## src/mux_adc_scan_iir_filter_macros.svh

```systemverilog
// assertion macros used by the scanner back end
`ifndef MUX_ADC_SCAN_IIR_FILTER_MACROS_SVH
`define MUX_ADC_SCAN_IIR_FILTER_MACROS_SVH

// checked on every clock edge outside reset
`define MSIF_ASSERT(label, prop, msg) \
  label: assert property (@(posedge clk) disable iff (rst) prop) else $error(msg);

// checked on every clock edge, reset included
`define MSIF_ASSERT_ALWAYS(label, prop, msg) \
  label: assert property (@(posedge clk) prop) else $error(msg);

`endif

```

## src/msif_pkg.sv

```systemverilog
// types and constants of the multiplexed adc scanner with iir smoothing
package msif_pkg;

  localparam int ADC_W    = 16;
  localparam int SAMPLE_W = 12;
  localparam int CHAN_W   = 6;
  localparam int SHIFT_W  = 4;
  localparam int LIMIT_W  = 8;

  localparam logic [SAMPLE_W-1:0] SAMPLE_MASK = 12'hFFF;

  // configuration port
  localparam int CFG_IDX_W  = 1;
  localparam int CFG_DATA_W = 8;
  localparam logic [CFG_IDX_W-1:0] REG_FILTER_SHIFT = 1'd0;
  localparam logic [CFG_IDX_W-1:0] REG_STALL_LIMIT  = 1'd1;
  localparam logic [SHIFT_W-1:0]   FILTER_SHIFT_RST = 4'd4;
  localparam logic [LIMIT_W-1:0]   STALL_LIMIT_RST  = 8'd10;

  // input function codes
  localparam logic [1:0] FUNC_CONV  = 2'd0;
  localparam logic [1:0] FUNC_TICK  = 2'd1;
  localparam logic [1:0] FUNC_PRIME = 2'd2;

  // result kinds
  localparam logic KIND_MUX    = 1'b0;
  localparam logic KIND_REPORT = 1'b1;

  // command queue between front and back
  localparam int CMDQ_DEPTH = 2;
  localparam int CMDQ_AW    = 1;
  localparam int CMDQ_CW    = 2;

  // result queue at the back
  localparam int OUTQ_DEPTH = 4;
  localparam int OUTQ_AW    = 2;
  localparam int OUTQ_CW    = 3;

  typedef struct packed {
    logic [1:0]       func;
    logic [ADC_W-1:0] adc_word;
  } in_item_t;

  typedef struct packed {
    logic                kind;
    logic [CHAN_W-1:0]   channel;
    logic [SAMPLE_W-1:0] filtered_value;
    logic [SAMPLE_W-1:0] raw_value;
    logic                restart;
    logic                last;
  } out_item_t;

  typedef struct packed {
    logic [SHIFT_W-1:0] filter_shift;
    logic [LIMIT_W-1:0] stall_limit;
  } cfg_t;

  typedef enum logic [1:0] {
    OP_CONV,
    OP_TICK,
    OP_PRIME
  } op_t;

  typedef struct packed {
    op_t                 op;
    logic [SAMPLE_W-1:0] sample;
  } cmd_t;

  typedef enum logic [1:0] {
    ST_IDLE,
    ST_TICK,
    ST_PRIME
  } back_state_t;

endpackage

```

## src/msif_ram.sv

```systemverilog
// generic single write port ram with registered read
module msif_ram #(
  parameter int WIDTH = 12,
  parameter int DEPTH = 16
) (
  input  logic                     clk,
  input  logic                     we,
  input  logic [$clog2(DEPTH)-1:0] waddr,
  input  logic [WIDTH-1:0]         wdata,
  input  logic [$clog2(DEPTH)-1:0] raddr,
  output logic [WIDTH-1:0]         rdata
);

  logic [WIDTH-1:0] mem [DEPTH];

  always_ff @(posedge clk) begin
    if (we) begin
      mem[waddr] <= wdata;
    end
    rdata <= mem[raddr];
  end

endmodule

```

## src/msif_front.sv

```systemverilog
// front end: accepts input beats, decodes the function and queues commands
module msif_front
  import msif_pkg::*;
(
  input  logic     clk,
  input  logic     rst,
  input  logic     push,
  output logic     full,
  input  in_item_t in_data,
  output logic     cmd_valid,
  input  logic     cmd_ready,
  output cmd_t     cmd
);

  cmd_t               cmdq [CMDQ_DEPTH];
  logic [CMDQ_AW-1:0] wr_ptr;
  logic [CMDQ_AW-1:0] rd_ptr;
  logic [CMDQ_CW-1:0] count;
  logic               in_take;
  logic               enq;
  logic               deq;
  cmd_t               decoded;
  logic               known;

  assign full      = (count == CMDQ_CW'(CMDQ_DEPTH));
  assign in_take   = push && !full;
  assign cmd_valid = (count != '0);
  assign cmd       = cmdq[rd_ptr];
  assign deq       = cmd_valid && cmd_ready;
  assign enq       = in_take && known;

  // unused function code is taken and dropped
  always_comb begin
    known          = 1'b1;
    decoded.sample = in_data.adc_word[SAMPLE_W-1:0] & SAMPLE_MASK;
    case (in_data.func)
      FUNC_CONV:  decoded.op = OP_CONV;
      FUNC_TICK:  decoded.op = OP_TICK;
      FUNC_PRIME: decoded.op = OP_PRIME;
      default: begin
        decoded.op = OP_CONV;
        known      = 1'b0;
      end
    endcase
  end

  always_ff @(posedge clk) begin
    if (rst) begin
      wr_ptr <= '0;
      rd_ptr <= '0;
      count  <= '0;
    end else begin
      if (enq) begin
        wr_ptr <= wr_ptr + CMDQ_AW'(1);
      end
      if (deq) begin
        rd_ptr <= rd_ptr + CMDQ_AW'(1);
      end
      count <= count + CMDQ_CW'(enq) - CMDQ_CW'(deq);
    end
  end

  always_ff @(posedge clk) begin
    if (enq) begin
      cmdq[wr_ptr] <= decoded;
    end
  end

endmodule

```

## src/msif_back.sv

```systemverilog
// back end: channel sequencer, watchdog, sample stores, iir sweep and result queue
`include "mux_adc_scan_iir_filter_macros.svh"

module msif_back
  import msif_pkg::*;
#(
  parameter int CHANNELS = 16
) (
  input  logic      clk,
  input  logic      rst,
  input  cfg_t      cfg,
  input  logic      cmd_valid,
  output logic      cmd_ready,
  input  cmd_t      cmd,
  output logic      empty,
  input  logic      pop,
  output out_item_t out_data
);

  localparam int IW = $clog2(CHANNELS);
  localparam logic [IW-1:0] LAST_IDX = IW'(CHANNELS - 1);

  back_state_t state;
  back_state_t state_next;

  logic [IW-1:0]      cur_chan;
  logic               scan_done;
  logic [LIMIT_W-1:0] stall_count;
  logic               restart;
  logic [IW-1:0]      idx;
  logic [CHANNELS-1:0] raw_vld;
  logic [CHANNELS-1:0] filt_vld;

  // read stage
  logic          s1_valid;
  logic          s1_tick;
  logic [IW-1:0] s1_idx;
  logic          s1_raw_vld;
  logic          s1_filt_vld;

  logic [SAMPLE_W-1:0] raw_rdata;
  logic [SAMPLE_W-1:0] filt_rdata;
  logic [SAMPLE_W-1:0] raw_x;
  logic [SAMPLE_W-1:0] filt_y;
  logic [SAMPLE_W-1:0] new_y;
  logic signed [SAMPLE_W:0] diff;
  logic signed [SAMPLE_W:0] step;
  logic signed [SAMPLE_W:0] sum;

  // result queue
  out_item_t          outq [OUTQ_DEPTH];
  logic [OUTQ_AW-1:0] out_wr;
  logic [OUTQ_AW-1:0] out_rd;
  logic [OUTQ_CW-1:0] out_count;
  logic               out_push;
  logic               out_pop;
  out_item_t          out_new;
  logic               out_room;

  logic               take;
  logic               take_conv;
  logic               take_tick;
  logic               issue;
  logic [IW-1:0]      next_chan;
  logic               wrap;
  logic [LIMIT_W-1:0] stall_inc;

  assign out_room  = (out_count < OUTQ_CW'(OUTQ_DEPTH));
  assign cmd_ready = (state == ST_IDLE) && !s1_valid &&
                     ((cmd.op != OP_CONV) || out_room);
  assign take      = cmd_valid && cmd_ready;
  assign take_conv = take && (cmd.op == OP_CONV);
  assign take_tick = take && (cmd.op == OP_TICK);

  assign wrap      = (cur_chan == LAST_IDX);
  assign next_chan = wrap ? '0 : cur_chan + IW'(1);
  assign stall_inc = stall_count + LIMIT_W'(1);

  // read issue; report sweep keeps a slot for the beat in flight
  always_comb begin
    state_next = state;
    issue      = 1'b0;
    case (state)
      ST_IDLE: begin
        if (take && cmd.op == OP_TICK) begin
          state_next = ST_TICK;
        end else if (take && cmd.op == OP_PRIME) begin
          state_next = ST_PRIME;
        end
      end
      ST_TICK: begin
        issue = ({1'b0, out_count} + (OUTQ_CW + 1)'(s1_valid)) < (OUTQ_CW + 1)'(OUTQ_DEPTH);
        if (issue && idx == LAST_IDX) begin
          state_next = ST_IDLE;
        end
      end
      ST_PRIME: begin
        issue = 1'b1;
        if (idx == LAST_IDX) begin
          state_next = ST_IDLE;
        end
      end
      default: state_next = ST_IDLE;
    endcase
  end

  always_ff @(posedge clk) begin
    if (rst) begin
      state       <= ST_IDLE;
      cur_chan    <= '0;
      scan_done   <= 1'b0;
      stall_count <= '0;
      restart     <= 1'b0;
      idx         <= '0;
      raw_vld     <= '0;
      filt_vld    <= '0;
      s1_valid    <= 1'b0;
    end else begin
      state    <= state_next;
      s1_valid <= issue;
      if (take) begin
        idx <= '0;
      end else if (issue) begin
        idx <= idx + IW'(1);
      end
      if (take_conv) begin
        raw_vld[cur_chan] <= 1'b1;
        cur_chan          <= next_chan;
        if (wrap) begin
          scan_done <= 1'b1;
        end
      end
      // stall watchdog runs once per tick before the sweep
      if (take_tick) begin
        if (scan_done) begin
          scan_done   <= 1'b0;
          stall_count <= '0;
          restart     <= 1'b0;
        end else if (stall_inc >= cfg.stall_limit) begin
          stall_count <= '0;
          cur_chan    <= '0;
          restart     <= 1'b1;
        end else begin
          stall_count <= stall_inc;
          restart     <= 1'b0;
        end
      end
      if (s1_valid) begin
        filt_vld[s1_idx] <= 1'b1;
      end
    end
  end

  always_ff @(posedge clk) begin
    if (issue) begin
      s1_tick     <= (state == ST_TICK);
      s1_idx      <= idx;
      s1_raw_vld  <= raw_vld[idx];
      s1_filt_vld <= filt_vld[idx];
    end
  end

  msif_ram #(
    .WIDTH (SAMPLE_W),
    .DEPTH (CHANNELS)
  ) u_raw_ram (
    .clk   (clk),
    .we    (take_conv),
    .waddr (cur_chan),
    .wdata (cmd.sample),
    .raddr (idx),
    .rdata (raw_rdata)
  );

  msif_ram #(
    .WIDTH (SAMPLE_W),
    .DEPTH (CHANNELS)
  ) u_filt_ram (
    .clk   (clk),
    .we    (s1_valid),
    .waddr (s1_idx),
    .wdata (s1_tick ? new_y : raw_x),
    .raddr (idx),
    .rdata (filt_rdata)
  );

  // entries never written since reset read as zero
  assign raw_x  = s1_raw_vld ? raw_rdata : '0;
  assign filt_y = s1_filt_vld ? filt_rdata : '0;

  // y += (x - y) >>> shift, floor rounding
  assign diff  = $signed({1'b0, raw_x}) - $signed({1'b0, filt_y});
  assign step  = diff >>> cfg.filter_shift;
  assign sum   = $signed({1'b0, filt_y}) + step;
  assign new_y = sum[SAMPLE_W-1:0];

  always_comb begin
    out_new = '0;
    if (take_conv) begin
      out_new.kind    = KIND_MUX;
      out_new.channel = CHAN_W'(next_chan);
      out_new.last    = 1'b1;
    end else begin
      out_new.kind           = KIND_REPORT;
      out_new.channel        = CHAN_W'(s1_idx);
      out_new.filtered_value = new_y;
      out_new.raw_value      = raw_x;
      out_new.restart        = restart;
      out_new.last           = (s1_idx == LAST_IDX);
    end
  end

  assign out_push = take_conv || (s1_valid && s1_tick);
  assign empty    = (out_count == '0);
  assign out_pop  = pop && !empty;
  assign out_data = outq[out_rd];

  always_ff @(posedge clk) begin
    if (rst) begin
      out_wr    <= '0;
      out_rd    <= '0;
      out_count <= '0;
    end else begin
      if (out_push) begin
        out_wr <= out_wr + OUTQ_AW'(1);
      end
      if (out_pop) begin
        out_rd <= out_rd + OUTQ_AW'(1);
      end
      out_count <= out_count + OUTQ_CW'(out_push) - OUTQ_CW'(out_pop);
    end
  end

  always_ff @(posedge clk) begin
    if (out_push) begin
      outq[out_wr] <= out_new;
    end
  end

  `MSIF_ASSERT(a_outq_no_overflow, (out_push && !out_pop) |-> out_room, "result queue overflow")
  `MSIF_ASSERT_ALWAYS(a_outq_count_range, rst || (out_count <= OUTQ_CW'(OUTQ_DEPTH)), "bad count")
  `MSIF_ASSERT(a_take_only_when_drained, take |-> !s1_valid && state == ST_IDLE, "command taken mid sweep")
  `MSIF_ASSERT(a_sweep_ends_drained, (state != ST_IDLE && state_next == ST_IDLE) |=> s1_valid && !cmd_ready, "sweep tail not drained")

endmodule

```

## src/mux_adc_scan_iir_filter.sv

```systemverilog
// top level of the multiplexed adc scanner with per-channel iir smoothing
//
// usage
//   input channel: a beat is taken on a rising edge with push high and full low;
//     func selects conversion done, filter tick or prime, adc_word carries the
//     converter result (low 12 bits) for a conversion; func code 3 is taken and dropped
//   result channel: while empty is low the oldest result is on out_data; it is
//     taken on a rising edge with pop high
//   config: cfg_write with cfg_index 0 (filter_shift) or 1 (stall_limit), idle only
// timing
//   a conversion writes one mux select beat into the result queue as it is taken
//   a tick walks every channel through one read port of the raw and filtered
//     rams, one channel a cycle while the result queue has room: CHANNELS report beats
//   a prime sweeps the same way without pausing and gives no result
// reset
//   rst clears both queues, the channel pointer and watchdog, and the per-entry
//   valid bits, so both sample stores read as zero until written; no clearing pass
// stalls
//   when pop stays low the result queue fills, the tick sweep pauses, then the
//   two-entry command queue fills and full rises; nothing is dropped
module mux_adc_scan_iir_filter
  import msif_pkg::*;
#(
  parameter int CHANNELS = 16
) (
  input  logic                  clk,
  input  logic                  rst,
  input  logic                  push,
  output logic                  full,
  input  in_item_t              in_data,
  output logic                  empty,
  input  logic                  pop,
  output out_item_t             out_data,
  input  logic                  cfg_write,
  input  logic [CFG_IDX_W-1:0]  cfg_index,
  input  logic [CFG_DATA_W-1:0] cfg_data
);

  cfg_t cfg;
  logic cmd_valid;
  logic cmd_ready;
  cmd_t cmd;

  // configuration registers
  always_ff @(posedge clk) begin
    if (rst) begin
      cfg.filter_shift <= FILTER_SHIFT_RST;
      cfg.stall_limit  <= STALL_LIMIT_RST;
    end else if (cfg_write) begin
      case (cfg_index)
        REG_FILTER_SHIFT: cfg.filter_shift <= cfg_data[SHIFT_W-1:0];
        REG_STALL_LIMIT:  cfg.stall_limit  <= cfg_data[LIMIT_W-1:0];
        default: ;
      endcase
    end
  end

  // decode and queue input beats
  msif_front u_front (
    .clk       (clk),
    .rst       (rst),
    .push      (push),
    .full      (full),
    .in_data   (in_data),
    .cmd_valid (cmd_valid),
    .cmd_ready (cmd_ready),
    .cmd       (cmd)
  );

  // execute commands and queue results
  msif_back #(
    .CHANNELS (CHANNELS)
  ) u_back (
    .clk       (clk),
    .rst       (rst),
    .cfg       (cfg),
    .cmd_valid (cmd_valid),
    .cmd_ready (cmd_ready),
    .cmd       (cmd),
    .empty     (empty),
    .pop       (pop),
    .out_data  (out_data)
  );

endmodule

```

## config.mk

```make
export PLATFORM = sky130hd
export DESIGN_NAME = mux_adc_scan_iir_filter
export DESIGN_NICKNAME = d
export VERILOG_FILES = /design/src/msif_pkg.sv /design/src/msif_ram.sv /design/src/msif_front.sv /design/src/msif_back.sv /design/src/mux_adc_scan_iir_filter.sv
export VERILOG_INCLUDE_DIRS = /design/src /design/src/src
export SDC_FILE = /design/constraint.sdc
export NUM_CORES = 1
export LEC_CHECK = 0
export BUFFER_PORTS_ARGS = -buffer_cell sky130_fd_sc_hd__buf_2
export CORE_MARGIN = 1
export CORE_UTILIZATION = 60
export CTS_CLUSTER_DIAMETER = 60
export DETAILED_ROUTE_END_ITERATION = 16
export HOLD_SLACK_MARGIN = 0.03
export PLACE_DENSITY = 0.77
export SLEW_MARGIN = 10
export SYNTH_ARGS = -nofsm -noshare
export SYNTH_HDL_FRONTEND = slang
export SYNTH_SLANG_ARGS = --single-unit
```

## constraint.sdc

```tcl
create_clock -name clk -period 8.2 [get_ports clk]
set_clock_uncertainty 0.2 [all_clocks]
set_input_delay 2.05 -clock clk [delete_from_list [all_inputs] [get_ports clk]]
set_output_delay 2.05 -clock clk [all_outputs]
set_load 0.01 [all_outputs]
```

After elaboration in Yosys (flattened, before gate mapping)
Memory sizes are Yosys's and may differ from the RTL's. A register that Yosys moved wholly into a read port is not among the register bits. Index checks and enable logic that the tools add are counted.

Bits in registers: 83. RAM bits: 544. Output and inout port bits: 35. Logic and storage cells: 140. Memories kept: 4.

Add/sub/neg operators: 14. Magnitude comparators: 8. Equal/unequal tests: 13. Shift-type cells: 1. Mux-type cells: 47. Bitwise logic cells: 3. Reduce and logical (&&, ||, !) cells: 29.

Memory list: u_back.u_filt_ram.mem (depth 16, bits a word 12, read ports 1, clocked after memory_dff 1, write ports 1, line msif_ram.sv:14) `logic [WIDTH-1:0] mem [DEPTH];`; u_back.u_raw_ram.mem (depth 16, bits a word 12, read ports 1, clocked after memory_dff 1, write ports 1, line msif_ram.sv:14); u_back.outq (depth 4, bits a word 33, read ports 1, clocked after memory_dff 1, write ports 1, line msif_back.sv:51) `out_item_t outq [OUTQ_DEPTH];`; u_front.cmdq (depth 2, bits a word 14, read ports 1, clocked after memory_dff 1, write ports 1, line msif_front.sv:15) `cmd_t cmdq [CMDQ_DEPTH];`.

Operator list (count): $mux 12 (3); $or 16x16->16 (2); $mux 25 (1); $mux 1 (22); $mux 4 (5); $mux 8 (2); $lt 4x5->1 const B (3); $logic_and 1x1->1 (13); $sshr 13x4->12 (1); $sub 12x12->13 (1); $add 12x12->12 (1); $eq 4x4->1 const B (3); $mux 2 (6); $add 4x1->4 const B (2); $add 8x1->8 const B (1); $bmux 1 s4 (2); $demux 1 s4 (2); $eq 2x2->1 const B (4); $ge 4x1->1 const B (2); $ge 8x8->1 (1); $mux 7 (1); $eq 2x1->1 const B (3); $logic_not 2->1 (3); $pmux 2 s3 (1); other kinds (22) (30).

Longest topological paths before layout
Word-level depth: 9. Depth in mapped cells: 22.

Hierarchy
From an unflattened synthesis, not the netlist that was laid out.

Cells, all modules: 1606. Area total of the unflattened synthesis: 26760.7 µm².

By module, submodules not included: msif_ram (instances 2, cells each 329, area each 7599.8 µm², seq. area each 6005.8 µm²); msif_back (instances 1, cells each 826, area each 9780.6 µm², seq. area each 5175.0 µm²); msif_front (instances 1, cells each 72, area each 1280.0 µm², seq. area each 940.9 µm²); mux_adc_scan_iir_filter (instances 1, cells each 50, area each 500.5 µm², seq. area each 240.2 µm²).

Worst setup path after synthesis
OpenSTA, ideal clock, no wires.

Path type: register to register. Start point: reg u_back.s1_filt_vld. End point: mem u_back.u_filt_ram.mem[0][11] (data pin). Arrival: 5.287 ns. Data required time: 7.659 ns. Slack: 2.372 ns. Cell stages (with the launch flop): 21. Path buffers: 1. Cells stage by stage: edfxtp_1 > clkbuf_1 > and2_1 > ha_1 > fa_1 > nand2b_1 > o2bb2ai_2 > o31a_1 > o21a_4 > o31a_1 > mux4_2 > a221o_1 > ha_1 > and2_1 > a221o_1 > nand2_1 > nand4_1 > o211ai_1 > xnor2_1 > and3b_1 > o31ai_1.

Cells in the longest elaborated chain, start to end: 5.

Ends and longest elaborated chain: start, declared (line msif_back.sv:39) `logic s1_filt_vld;`; start signal, assigned (line msif_back.sv:159) `s1_filt_vld <= filt_vld[idx];`; $mux 12 (*) (line msif_back.sv:189) `assign filt_y = s1_filt_vld ? filt_rdata : '0;`; $sub 12x12->13 (line msif_back.sv:192) `assign diff = $signed({1'b0, raw_x}) - $signed({1'b0, filt_y});`; $sshr 13x4->12 (line msif_back.sv:193) `assign step = diff >>> cfg.filter_shift;`; $add 12x12->12 (*) (line msif_back.sv:194) `assign sum = $signed({1'b0, filt_y}) + step;`; $mux 12 (*) (line msif_back.sv:182) `.wdata (s1_tick ? new_y : raw_x),`; named net u_back.u_filt_ram.wdata[11] (line msif_ram.sv:9) `input logic [WIDTH-1:0] wdata,`; end, declared (line msif_ram.sv:14).

The timed path passes the listed nets; every way through them passes the cells marked *.

Worst setup path after layout
Start point: reg u_back.s1_filt_vld. End point: mem u_back.u_filt_ram.mem[6][10] (data pin).

Same word-level chain as after synthesis.

==> impl_metrics.toml <==
[clocking]
cts-root-buf = "clkbuf_16"
cts.sinks = 646
clkTransAtPathRegs_ps = 60
cts_inserted_buffers = 61
cts_max_path_buffers = 3
cts_tree = "built"
cts_setup_buffers = 0
clk_latency_ps = 660
hold_buffers = 0
cts-htree-levels = 2
cts_resized = 0

[power]
leakage_uw = 0.00998
vdd_drop_max_mv = 0.207
cellPowerDensity_mw_per_mm2 = 293
p_total_uw = 8680

[run]
cap_violations = 0

[setup_path]
r2r_setup_slack_ps = 1690
worstSetupEndpoint = "u_back.u_filt_ram.mem[6][10]"
worst_path_max_delay_cell = "mux2i_2"
regToRegStartpoint = "u_back.s1_filt_vld"
path_max_fanout = 16
cp_data_required_time_ps = 8330
arrival_ps = 6640
setup.worst_path.class = "flop to flop"
end_kind = "flop"
startpoint = "u_back.s1_filt_vld"
ff2ff_path_depth = 19
crit_path_start_kind = "flop"
cp_cell_sequence = "and2_1 > ha_1 > fa_1 > nand2b_1 > o2bb2ai_2 > o31a_1 > o21a_4 > o31a_1 > mux4_2 > a221o_1 > ha_1 > a21o_1 > a21oi_1 > nor2b_1 > o21a_1 > o41a_1 > a31oi_1 > xor2_1 > mux2i_2"
max_stage_delay_ps = 730
r2r-end = "u_back.u_filt_ram.mem[6][10]"

[timing]
fmax_ghz = 0.154
tightest_slew_ps = 1190
drv_slew = 0
setup_tns_ps = 0
period_needed_ps = 6510
finalSetupViolCount = 0
hold_viol = 0
rsz0062_at_grt = "no"
relSlewSlack_pct = 18.2
min_period_over_period_pct = 79.4
fin_ws_ps = 1690

[placed_design]
place_ws_ps = 1480
place_congestion = 0.905
portBuffers = 60
place.detailed.hpwl_mm = 33.5

[synth]
synth_common_cells = "edfxtp_1, mux4_2, nor2_1"
synth_area_leaders = "edfxtp_1, mux4_2, dfxtp_1"
yosysMostFrequentCell = "edfxtp_1"
yosysTopAreaCell = "edfxtp_1"
synth_seq_cells = 646
synth_area_per_cell_um2 = 17.1
yosysSeqAreaShare_pct = 69.2
yosys.cell_types.count = 74
yosysTopAreaCellShare_pct = 61.4
netlist_instances = 1555
synth_edf_count = 543
ys_async_sr_fraction_pct = 0
synthFlopType = "edfxtp_1"
ys_warn_count = 0
synth_area_mm2 = 0.0266

[die]
die_h_um = 212
dieArea_mm2 = 0.0451
coreArea_mm2 = 0.0434
die_width_um = 212
pin_count = 67
num_rows = 76
start_util_pct = 61.2

[layout]
antenna_cells = 0
drive_gt1_share_pct = 23.1
nets = 1715
area_growth_syn_to_layout_pct = 11.5
fill_cells = 2733
final_util_pct = 68.3
multi_input_area_mm2 = 0.00771
seq_area_mm2 = 0.0184

[drt]
drc_errors = 0
wl_per_cell_um = 25.3
ant_nets = 0
vias = 14177
dr.pass1.iters = 7
routed_wl_mm = 57.3
drt_iter0_markers = 1346
avgViaCountPerCell = 6.25

[global_route]
grt_antenna_before_repair = 0
grt_usage_pct = 26.3
grt_max_degree = 109
grt_first_pass_wirelength_mm = 86.2
grt_overflow_total = 0
grt_pass1_vias = 14254

[hold_path]
min_path_type = "flop to flop"
hold_start = "cfg[7]"

[run_status]
status = "completed"
worst min-delay path by stage:
stage                               end  slack [ps]  cells past startpoint
finish                           cfg[7]         260                      2
global route                     cfg[5]         280                      2
CTS                              cfg[7]         260                      2
detailed placement               cfg[7]         250                      2
global placement    u_back.filt_vld[14]         240                      2
floorplan              u_back.s1_idx[3]         210                      0
layout by cell type, fill, tap and decap left out, drive strengths merged, types with 4 or more instances in the layout:
master / n
nor3b: 4
nand4: 6
xor2: 16
a221o: 4
o221ai: 4
clkbuf: 93
or3: 4
mux4: 163
a21boi: 4
o21a: 4
and2: 30
mux2i: 16
o211ai: 12
a21o: 9
a31oi: 5
a211o: 7
o21ai: 27
mux2: 14
buf: 84
a211oi: 12
xnor2: 22
nand2: 89
and3: 13
inv: 63
ha: 49
nand3b: 4
clkinv: 17
a21oi: 33
nor3: 17
edfxtp: 543
nand2b: 11
dfxtp: 103
nor2b: 12
nand3: 9
nor2: 140
worst max-delay path, delay by kind of cell, from the launching register on:
kind            cells  cell delay (ps)
compound gates     10             2540
xor+xnor            1              150
fa+ha+maj           3              960
flops               1              590
mux                 2             1240
simple gates        3              520
per-layer routing:
metal | up-vias | share of wire [%] | routed length (um) | track usage, %
met5 | - | 0 | 0 | 0
met4 | 0 | 2.5 | 1460 | 8.58
met3 | 90 | 6.9 | 3940 | 4.02
met2 | 645 | 50 | 28500 | 43.4
met1 | 7270 | 41 | 23400 | 36.4
li1 | 6172 | - | - | -
per-stage QoR:
stage | cell area (um^2) | instances | hold WS [ps]
floorplan | 26600 | 1556 | 206
global placement | 27500 | 2152 | 244
detailed placement | 27500 | 2152 | 253
CTS | 29600 | 2268 | 262
global route | 29600 | 2269 | 282
finish | 29600 | 2269 | 260
flip-flops by register name, summed over array words and instances, names as in the netlist, 3 cells and up, named ones only:
register / cells
u_back.filt_vld: 16
u_back.u_filt_ram.rdata: 12
u_back.cur_chan: 4
u_back.outq: 124
u_back.u_raw_ram.rdata: 12
u_back.u_raw_ram.mem: 192
u_back.s1_idx: 4
u_back.out_count: 3
u_back.raw_vld: 16
cfg: 12
u_back.stall_count: 8
u_back.u_filt_ram.mem: 192
u_back.idx: 4
u_front.cmdq: 28
power by group:
part / switching, uW / internal [uW]
logic: 1060 / 655
clock network: 1220 / 1620
registers: 95.8 / 4030
area by class of cell:
cell class | count | share of cell area, %
clock buffers | 93 | 6.08
clock inverters | 23 | 0.887
inverters | 61 | 0.773
multi-input cells | 777 | 26.1
flip-flops and latches | 646 | 62.1
well taps | 585 | 2.47
repair buffers | 84 | 1.66
logic make-up (layout without fill, tap and decap cells):
| group | after synthesis | count (layout) | synth area share [%] |
|---|---|---|---|
| AO/OA/AOI/OAI | 145 | 145 | 3.91 |
| XOR/XNOR | 38 | 38 | 1.25 |
| adder cells (fa/ha/maj) | 52 | 52 | 2.53 |
| buffers and inverters | 133 | 261 | 2.11 |
| flip-flops | 646 | 646 | 69.2 |
| multiplexers | 193 | 193 | 15.0 |
| other | 1 | 2 | 0.0141 |
| AND/OR/NAND/NOR | 347 | 347 | 5.98 |
No activity file was read; power rests on OpenSTA's default activity.
